[src/hw/rtl/sobel_em_pkg.sv]
`timescale 1ns / 1ps
// ----------------------------------------------------------------------------
// Sobel edge magnitude package
// Shared types, register indexes and constants for the RGB Sobel block.
// ----------------------------------------------------------------------------

package sobel_em_pkg;

	localparam int DEFAULT_MAX_WIDTH = 1024;

	localparam int FRAME_WIDTH_W  = 11;
	localparam int FRAME_HEIGHT_W = 16;
	localparam int CFG_DATA_W     = 16;
	localparam int CFG_INDEX_W    = 1;

	localparam logic [CFG_INDEX_W-1:0] REG_FRAME_WIDTH  = 1'b0;
	localparam logic [CFG_INDEX_W-1:0] REG_FRAME_HEIGHT = 1'b1;

	localparam logic [FRAME_WIDTH_W-1:0]  FRAME_WIDTH_RST  = 11'd1024;
	localparam logic [FRAME_HEIGHT_W-1:0] FRAME_HEIGHT_RST = 16'd1;

	localparam logic ACT_PIXEL = 1'b0;
	localparam logic ACT_DRAIN = 1'b1;

	localparam int CHAN_W   = 8;
	localparam int CHANNELS = 3;
	localparam int PIX_W    = CHAN_W * CHANNELS;
	localparam int WIN_TAPS = 9;

	// |g| <= 1020, so g*g fits 20 bits and gx*gx + gy*gy fits 21 bits
	localparam int GRAD_W = 10;
	localparam int SQ_W   = 20;
	localparam int SUM_W  = 21;

	// round(sqrt(s)) > 255 exactly when s > 255.5^2, i.e. s > 65280
	localparam logic [SUM_W-1:0]  SAT_LIMIT = 21'd65280;
	localparam logic [CHAN_W-1:0] MAG_MAX   = 8'd255;

	typedef struct packed {
		logic              action;
		logic [CHAN_W-1:0] in_red;
		logic [CHAN_W-1:0] in_green;
		logic [CHAN_W-1:0] in_blue;
	} sobel_em_in_t;

	typedef struct packed {
		logic [CHAN_W-1:0] out_red;
		logic [CHAN_W-1:0] out_green;
		logic [CHAN_W-1:0] out_blue;
		logic              frame_end;
	} sobel_em_out_t;

	// 3x3 window, row-major, tap 0 = top left
	typedef logic [WIN_TAPS-1:0][PIX_W-1:0] sobel_em_win_t;

	typedef struct packed {
		logic start;
		logic ack;
	} sobel_em_mag_ctl_t;

	typedef struct packed {
		logic idle;
		logic done;
	} sobel_em_mag_sts_t;

	typedef enum logic [1:0] {
		MS_IDLE,
		MS_SUM,
		MS_ROOT,
		MS_DONE
	} sobel_em_mag_state_t;

	typedef enum logic [2:0] {
		TS_IDLE,
		TS_PX_WB,
		TS_DR_RD,
		TS_START,
		TS_WAIT
	} sobel_em_top_state_t;

endpackage

[src/hw/rtl/sobel_em_mag.sv]
`timescale 1ns / 1ps
// ----------------------------------------------------------------------------
// Sobel magnitude unit
// Gradients and squares of one 3x3 RGB window, then a bit-pair integer
// square root per channel, rounded to nearest and clamped to 255.
// ----------------------------------------------------------------------------

module sobel_em_mag (
	input  logic                             clk,
	input  logic                             arst_n,
	input  sobel_em_pkg::sobel_em_win_t      win,
	input  sobel_em_pkg::sobel_em_mag_ctl_t  ctl,
	output sobel_em_pkg::sobel_em_mag_sts_t  sts,
	output logic [sobel_em_pkg::CHANNELS-1:0][sobel_em_pkg::CHAN_W-1:0] mag
);

	localparam int ROOT_STEPS = sobel_em_pkg::CHAN_W;
	localparam int CNT_W      = $clog2(ROOT_STEPS);
	localparam logic [CNT_W-1:0] ROOT_LAST = CNT_W'(ROOT_STEPS - 1);

	sobel_em_pkg::sobel_em_mag_state_t state_q, state_d;
	logic [CNT_W-1:0] cnt_q;
	logic sq_en, load_en, iter_en;

	always_comb begin
		state_d = state_q;
		case (state_q)
			sobel_em_pkg::MS_IDLE: if (ctl.start) state_d = sobel_em_pkg::MS_SUM;
			sobel_em_pkg::MS_SUM:  state_d = sobel_em_pkg::MS_ROOT;
			sobel_em_pkg::MS_ROOT: if (cnt_q == ROOT_LAST) state_d = sobel_em_pkg::MS_DONE;
			sobel_em_pkg::MS_DONE: if (ctl.ack) state_d = sobel_em_pkg::MS_IDLE;
			default:               state_d = sobel_em_pkg::MS_IDLE;
		endcase
	end

	always_comb begin
		sq_en    = (state_q == sobel_em_pkg::MS_IDLE) && ctl.start;
		load_en  = (state_q == sobel_em_pkg::MS_SUM);
		iter_en  = (state_q == sobel_em_pkg::MS_ROOT);
		sts.idle = (state_q == sobel_em_pkg::MS_IDLE);
		sts.done = (state_q == sobel_em_pkg::MS_DONE);
	end

	always_ff @(posedge clk or negedge arst_n) begin
		if (!arst_n) begin
			state_q <= sobel_em_pkg::MS_IDLE;
			cnt_q   <= '0;
		end else begin
			state_q <= state_d;
			if (load_en) begin
				cnt_q <= '0;
			end else if (iter_en) begin
				cnt_q <= cnt_q + CNT_W'(1);
			end
		end
	end

	for (genvar ch = 0; ch < sobel_em_pkg::CHANNELS; ch++) begin : g_lane
		logic [sobel_em_pkg::CHAN_W-1:0] a [sobel_em_pkg::WIN_TAPS];
		logic [sobel_em_pkg::GRAD_W-1:0] xp, xn, yp, yn, ax, ay;
		logic [sobel_em_pkg::SQ_W-1:0]   sqx_s1, sqy_s1;
		logic [sobel_em_pkg::SUM_W-1:0]  sum;
		logic [15:0] op_q;
		logic [8:0]  rem_q;
		logic [7:0]  root_q;
		logic        sat_q;
		logic [10:0] pre, trial, diff;
		logic        ge;

		always_comb begin
			for (int i = 0; i < sobel_em_pkg::WIN_TAPS; i++) begin
				a[i] = win[i][ch*sobel_em_pkg::CHAN_W +: sobel_em_pkg::CHAN_W];
			end
			// Gx = right column minus left column, middle row weighted 2
			xp = 10'(a[2]) + 10'({a[5], 1'b0}) + 10'(a[8]);
			xn = 10'(a[0]) + 10'({a[3], 1'b0}) + 10'(a[6]);
			// Gy = bottom row minus top row, middle column weighted 2
			yp = 10'(a[6]) + 10'({a[7], 1'b0}) + 10'(a[8]);
			yn = 10'(a[0]) + 10'({a[1], 1'b0}) + 10'(a[2]);
			ax = (xp >= xn) ? xp - xn : xn - xp;
			ay = (yp >= yn) ? yp - yn : yn - yp;
		end

		always_ff @(posedge clk) begin
			if (sq_en) begin
				sqx_s1 <= 20'(ax) * 20'(ax);
				sqy_s1 <= 20'(ay) * 20'(ay);
			end
		end

		assign sum = 21'(sqx_s1) + 21'(sqy_s1);

		// one root bit per cycle; rem_q ends as s - root^2
		assign pre   = {rem_q, op_q[15:14]};
		assign trial = {1'b0, root_q, 2'b01};
		assign ge    = (pre >= trial);
		assign diff  = pre - trial;

		always_ff @(posedge clk) begin
			if (load_en) begin
				op_q   <= sum[15:0];
				sat_q  <= (sum > sobel_em_pkg::SAT_LIMIT);
				rem_q  <= '0;
				root_q <= '0;
			end else if (iter_en) begin
				op_q   <= {op_q[13:0], 2'b00};
				rem_q  <= ge ? diff[8:0] : pre[8:0];
				root_q <= {root_q[6:0], ge};
			end
		end

		// round up when the remainder passes the root (no ties for integers)
		assign mag[ch] = sat_q ? sobel_em_pkg::MAG_MAX
			: root_q + 8'(rem_q > 9'(root_q));
	end

endmodule

[config.mk]
export PLATFORM = sky130hd
export DESIGN_NAME = sobel_em_mag
export DESIGN_NICKNAME = d
export VERILOG_FILES = /design/src/hw/rtl/sobel_em_pkg.sv /design/src/hw/rtl/sobel_em_mag.sv
export SDC_FILE = /design/constraint.sdc
export NUM_CORES = 2
export LEC_CHECK = 0
export ABC_AREA = 0
export BUFFER_PORTS_ARGS = -buffer_cell sky130_fd_sc_hd__buf_2
export CORE_MARGIN = 3
export CORE_UTILIZATION = 44
export CTS_BUF_LIST = sky130_fd_sc_hd__clkbuf_16
export DETAILED_ROUTE_END_ITERATION = 6
export HOLD_SLACK_MARGIN = 0.08
export PLACE_DENSITY_LB_ADDON = 0.05
export SYNTH_ARGS = -nofsm -noshare
export SYNTH_HDL_FRONTEND = slang
export SYNTH_SLANG_ARGS = --single-unit
[constraint.sdc]
create_clock -name clk -period 10.34 [get_ports clk]
set_input_delay 0.517 -clock clk [delete_from_list [all_inputs] [get_ports clk]]
set_output_delay 0.517 -clock clk [all_outputs]
set_load 0.005 [all_outputs]
==> metrics.cfg <==
[drt]
drtPass1Iterations=5
top_layer_used=met4
detailroute.wirelength.met3_mm=1.44
total_routed_length_mm=80.0
routed_length_on_met1_mm=38.5
drt_first_iter_violations=1033
detailroute.via_count=27100
wl_per_cell_um=14.5
route.antenna.remaining_nets=0
viasPerCell=4.92
met2RoutedLength_mm=39.2
drc=0

[synth]
yosysWarningCount=0
syn_avg_cell_area_um2=9.31
yosys_register_bits=221
synth_flop_cell=sky130_fd_sc_hd__edfxtp_1
synth_fp_nets=5276
ys_seq_area_frac=0.162
post_synth_inst_count=4046
yosysUniqueCellTypes=99
synthArstFlopShare=0.0226
post_synth_design_cell_area_mm2=0.0376
synth_edf_count=165

[floorplan]
die-height_um=299
num_rows=106
floorplan.initialDensity=0.447
die_w_um=299
core_region_area_mm2=0.0842
top_level_ports=246
die_area_mm2=0.0891

[timing]
timing.final.setup_violations=0
worst_case_clock_skew_ps=26.2
setup_tns_ps=0
fmax_mhz=103
postLayoutSetupSlackWorst_ps=658
post-route-period-util=0.936
hold_violations=0
worst_slew_pin_slew_ps=1010
slew_headroom=0.329
period_minus_slack_ps=9680
rsz0062_at_grt=no
maxSlewViolCount=0

[worst_setup_path]
worstSetupPathType=in -> reg
crit_family=adder cells
critical_path_buf_inv_count=10
cp_slowest_stage_delay_ps=540
end_kind=register
cp_common_cell=sky130_fd_sc_hd__fa_1
reg2reg_from=g_lane[2].sqy_s1[3]
required_time_of_the_critical_path_ps=10650
r2r_cells=13
cpMaxStageDelayCell=sky130_fd_sc_hd__fa_1
critical_path.max_fanout=7
timing.rr.end=g_lane[2].sat_q
r2r_slack_ps=6630
setup.worst_path.start_class=input pin
worstPathArrival_ps=10000

[grt]
grt_remaining_overflow=0
grt_antenna_before_repair=0
grt_pass1_vias=28100
global_route.usage.total=0.183
global_route_wire_length_before_repair_mm=137
pin_count_of_the_biggest_net_entering_global_routing=82

[layout]
synthesis_to_layout_area_growth_pct=10.8
post-route-util=0.495
num-nets-final=5579
n_antenna_cell=0
finish.instance_area_mm2=0.0417
final_layout_size_suffix_gt1_frac=0.113
fillers=8172

[clock_tree]
maximum_count_of_clock_buffers_along_a_single_path=3
clock_tree_from_tritoncts=yes
cts_root_buffer=sky130_fd_sc_hd__clkbuf_16
clock_sinks=221
h-tree-depth=1
cts.clk_slew.worst_paths_ps=60
clk_latency_ps=560
cts_inserted_buffers=27

[placed_design]
port-buffer-count=221
post_dp_cell_area_mm2=0.0408
post-dp-hpwl_mm=69.3
place_congestion=0.848
detailedPlace.worstSlack_ps=64.2

[min_path]
worst_hold_path_type=in -> async

[flow_run]
drv.max_cap_violation_count=0

[outcome]
run_status=completed

==> per-layer routing <==
layer	GRT usage	vias up
li1	-	14000
met1	0.253	12800
met2	0.322	201
met3	0.0116	50
met4	0.0224	0
met5	0	-
==> stage by stage <==
step	instances	hold slack, ps
3_3_place_gp	5453	344
2_1_floorplan	4046	221
5_1_grt	5501	362
3_5_place_dp	5453	343
6_report	5501	343
4_1_cts	5501	311
==> cells by family after synthesis <==
family / Yosys count / synth area share
AND/OR/NAND/NOR: 832 / 0.105
flip-flops: 221 / 0.162
buffers and inverters: 823 / 0.0828
multiplexers: 108 / 0.0305
adder cells (fa/ha/maj): 1010 / 0.414
AO/OA/AOI/OAI: 710 / 0.125
XOR/XNOR: 342 / 0.0806
==> synth_stat cells, types with 10 or more instances <==
cell type	number	share of area
sky130_fd_sc_hd__mux2_2	49	0.015
sky130_fd_sc_hd__nand2b_1	68	0.011
sky130_fd_sc_hd__ha_1	615	0.20
sky130_fd_sc_hd__edfxtp_1	165	0.13
sky130_fd_sc_hd__xnor2_1	238	0.055
sky130_fd_sc_hd__o21bai_1	85	0.017
sky130_fd_sc_hd__clkbuf_1	40	0.0040
sky130_fd_sc_hd__nand3_1	46	0.0061
sky130_fd_sc_hd__nor3_1	49	0.0065
sky130_fd_sc_hd__and3_1	20	0.0033
sky130_fd_sc_hd__o21ai_0	88	0.012
sky130_fd_sc_hd__inv_1	766	0.076
sky130_fd_sc_hd__a21oi_1	245	0.033
sky130_fd_sc_hd__nor2_1	338	0.034
sky130_fd_sc_hd__a211oi_1	39	0.0078
sky130_fd_sc_hd__a31oi_1	10	0.0017
sky130_fd_sc_hd__a21o_1	101	0.020
sky130_fd_sc_hd__dfxtp_1	51	0.027
sky130_fd_sc_hd__xor2_1	99	0.023
sky130_fd_sc_hd__nand4_1	17	0.0028
sky130_fd_sc_hd__mux2i_1	57	0.015
sky130_fd_sc_hd__o21ai_1	10	0.0013
sky130_fd_sc_hd__fa_1	395	0.21
sky130_fd_sc_hd__or2_2	27	0.0045
sky130_fd_sc_hd__nand2_1	148	0.015
sky130_fd_sc_hd__and2_1	24	0.0040
sky130_fd_sc_hd__nor2b_1	46	0.0076
sky130_fd_sc_hd__o31ai_1	11	0.0022
sky130_fd_sc_hd__o21a_1	21	0.0042
==> state kept, by name, summed over array words and instances, names as in the netlist <==
register and flops:
g_lane.rem_q 27, g_lane.sat_q 3, g_lane.root_q 24, g_lane.sqx_s1 57, g_lane.sqy_s1 57, cnt_q 3, g_lane.op_q 48, state_q 2
==> worst register-to-register path, cell delays in order, from the launching register on <==
cell                       delay, ps
sky130_fd_sc_hd__edfxtp_1        390
sky130_fd_sc_hd__ha_1            360
sky130_fd_sc_hd__a21oi_1         230
sky130_fd_sc_hd__o21bai_1        160
sky130_fd_sc_hd__a21oi_2         220
sky130_fd_sc_hd__o211ai_1        160
sky130_fd_sc_hd__a21oi_1         310
sky130_fd_sc_hd__o21ai_1         210
sky130_fd_sc_hd__a211o_1         330
sky130_fd_sc_hd__a21o_1          210
sky130_fd_sc_hd__a21o_1          220
sky130_fd_sc_hd__a2111o_1        400
sky130_fd_sc_hd__o21ai_0          80
sky130_fd_sc_hd__nand4_1         140
==> how the worst max path moves through the flow <==
stage	start	to	slack, ps	cells past startpoint
global placement	win[9]	g_lane[1].sqy_s1[18]	80	45
floorplan	win[9]	g_lane[1].sqy_s1[18]	500	41
finish	win[9]	g_lane[1].sqy_s1[18]	660	44
CTS	win[9]	g_lane[1].sqy_s1[18]	640	45
detailed placement	win[9]	g_lane[1].sqy_s1[18]	60	45
global route	win[9]	g_lane[1].sqy_s1[19]	50	41
==> cells in the final DEF, fill, tap and decap left out, types with 51 or more instances in the layout <==
cell type and instances:
sky130_fd_sc_hd__nor2_1 338, sky130_fd_sc_hd__buf_2 221, sky130_fd_sc_hd__xor2_1 99, sky130_fd_sc_hd__a21o_1 101, sky130_fd_sc_hd__fa_1 395, sky130_fd_sc_hd__dfxtp_1 51, sky130_fd_sc_hd__nand2b_1 68, sky130_fd_sc_hd__a21oi_1 244
sky130_fd_sc_hd__o21bai_1 85, sky130_fd_sc_hd__mux2i_1 57, sky130_fd_sc_hd__xnor2_1 238, sky130_fd_sc_hd__ha_1 612, sky130_fd_sc_hd__inv_1 768, sky130_fd_sc_hd__buf_4 105, sky130_fd_sc_hd__edfxtp_1 165, sky130_fd_sc_hd__nand2_1 148
sky130_fd_sc_hd__o21ai_0 88
==> cell type report <==
cell class,instances,area [µm²],share of cell area
multi-input combinational,3002,28500,0.682
sequential,221,6100,0.146
inverter,770,2890,0.0693
timing repair buffer,327,1900,0.0456
tap,1134,1420,0.0340
clock buffer,27,676,0.0162
clock inverter,20,260,0.00624
==> what timing repair did <==
item                       CTS  global route
hold buffers                 1             0
setup endpoints to repair    0             1
hold endpoints to repair     5             0
resized for setup            0             1
buffers inserted             0             0
Power is left out: the tool's default activity adds up to more than one toggle a clock period on the data nets, which glitch-free logic cannot reach.
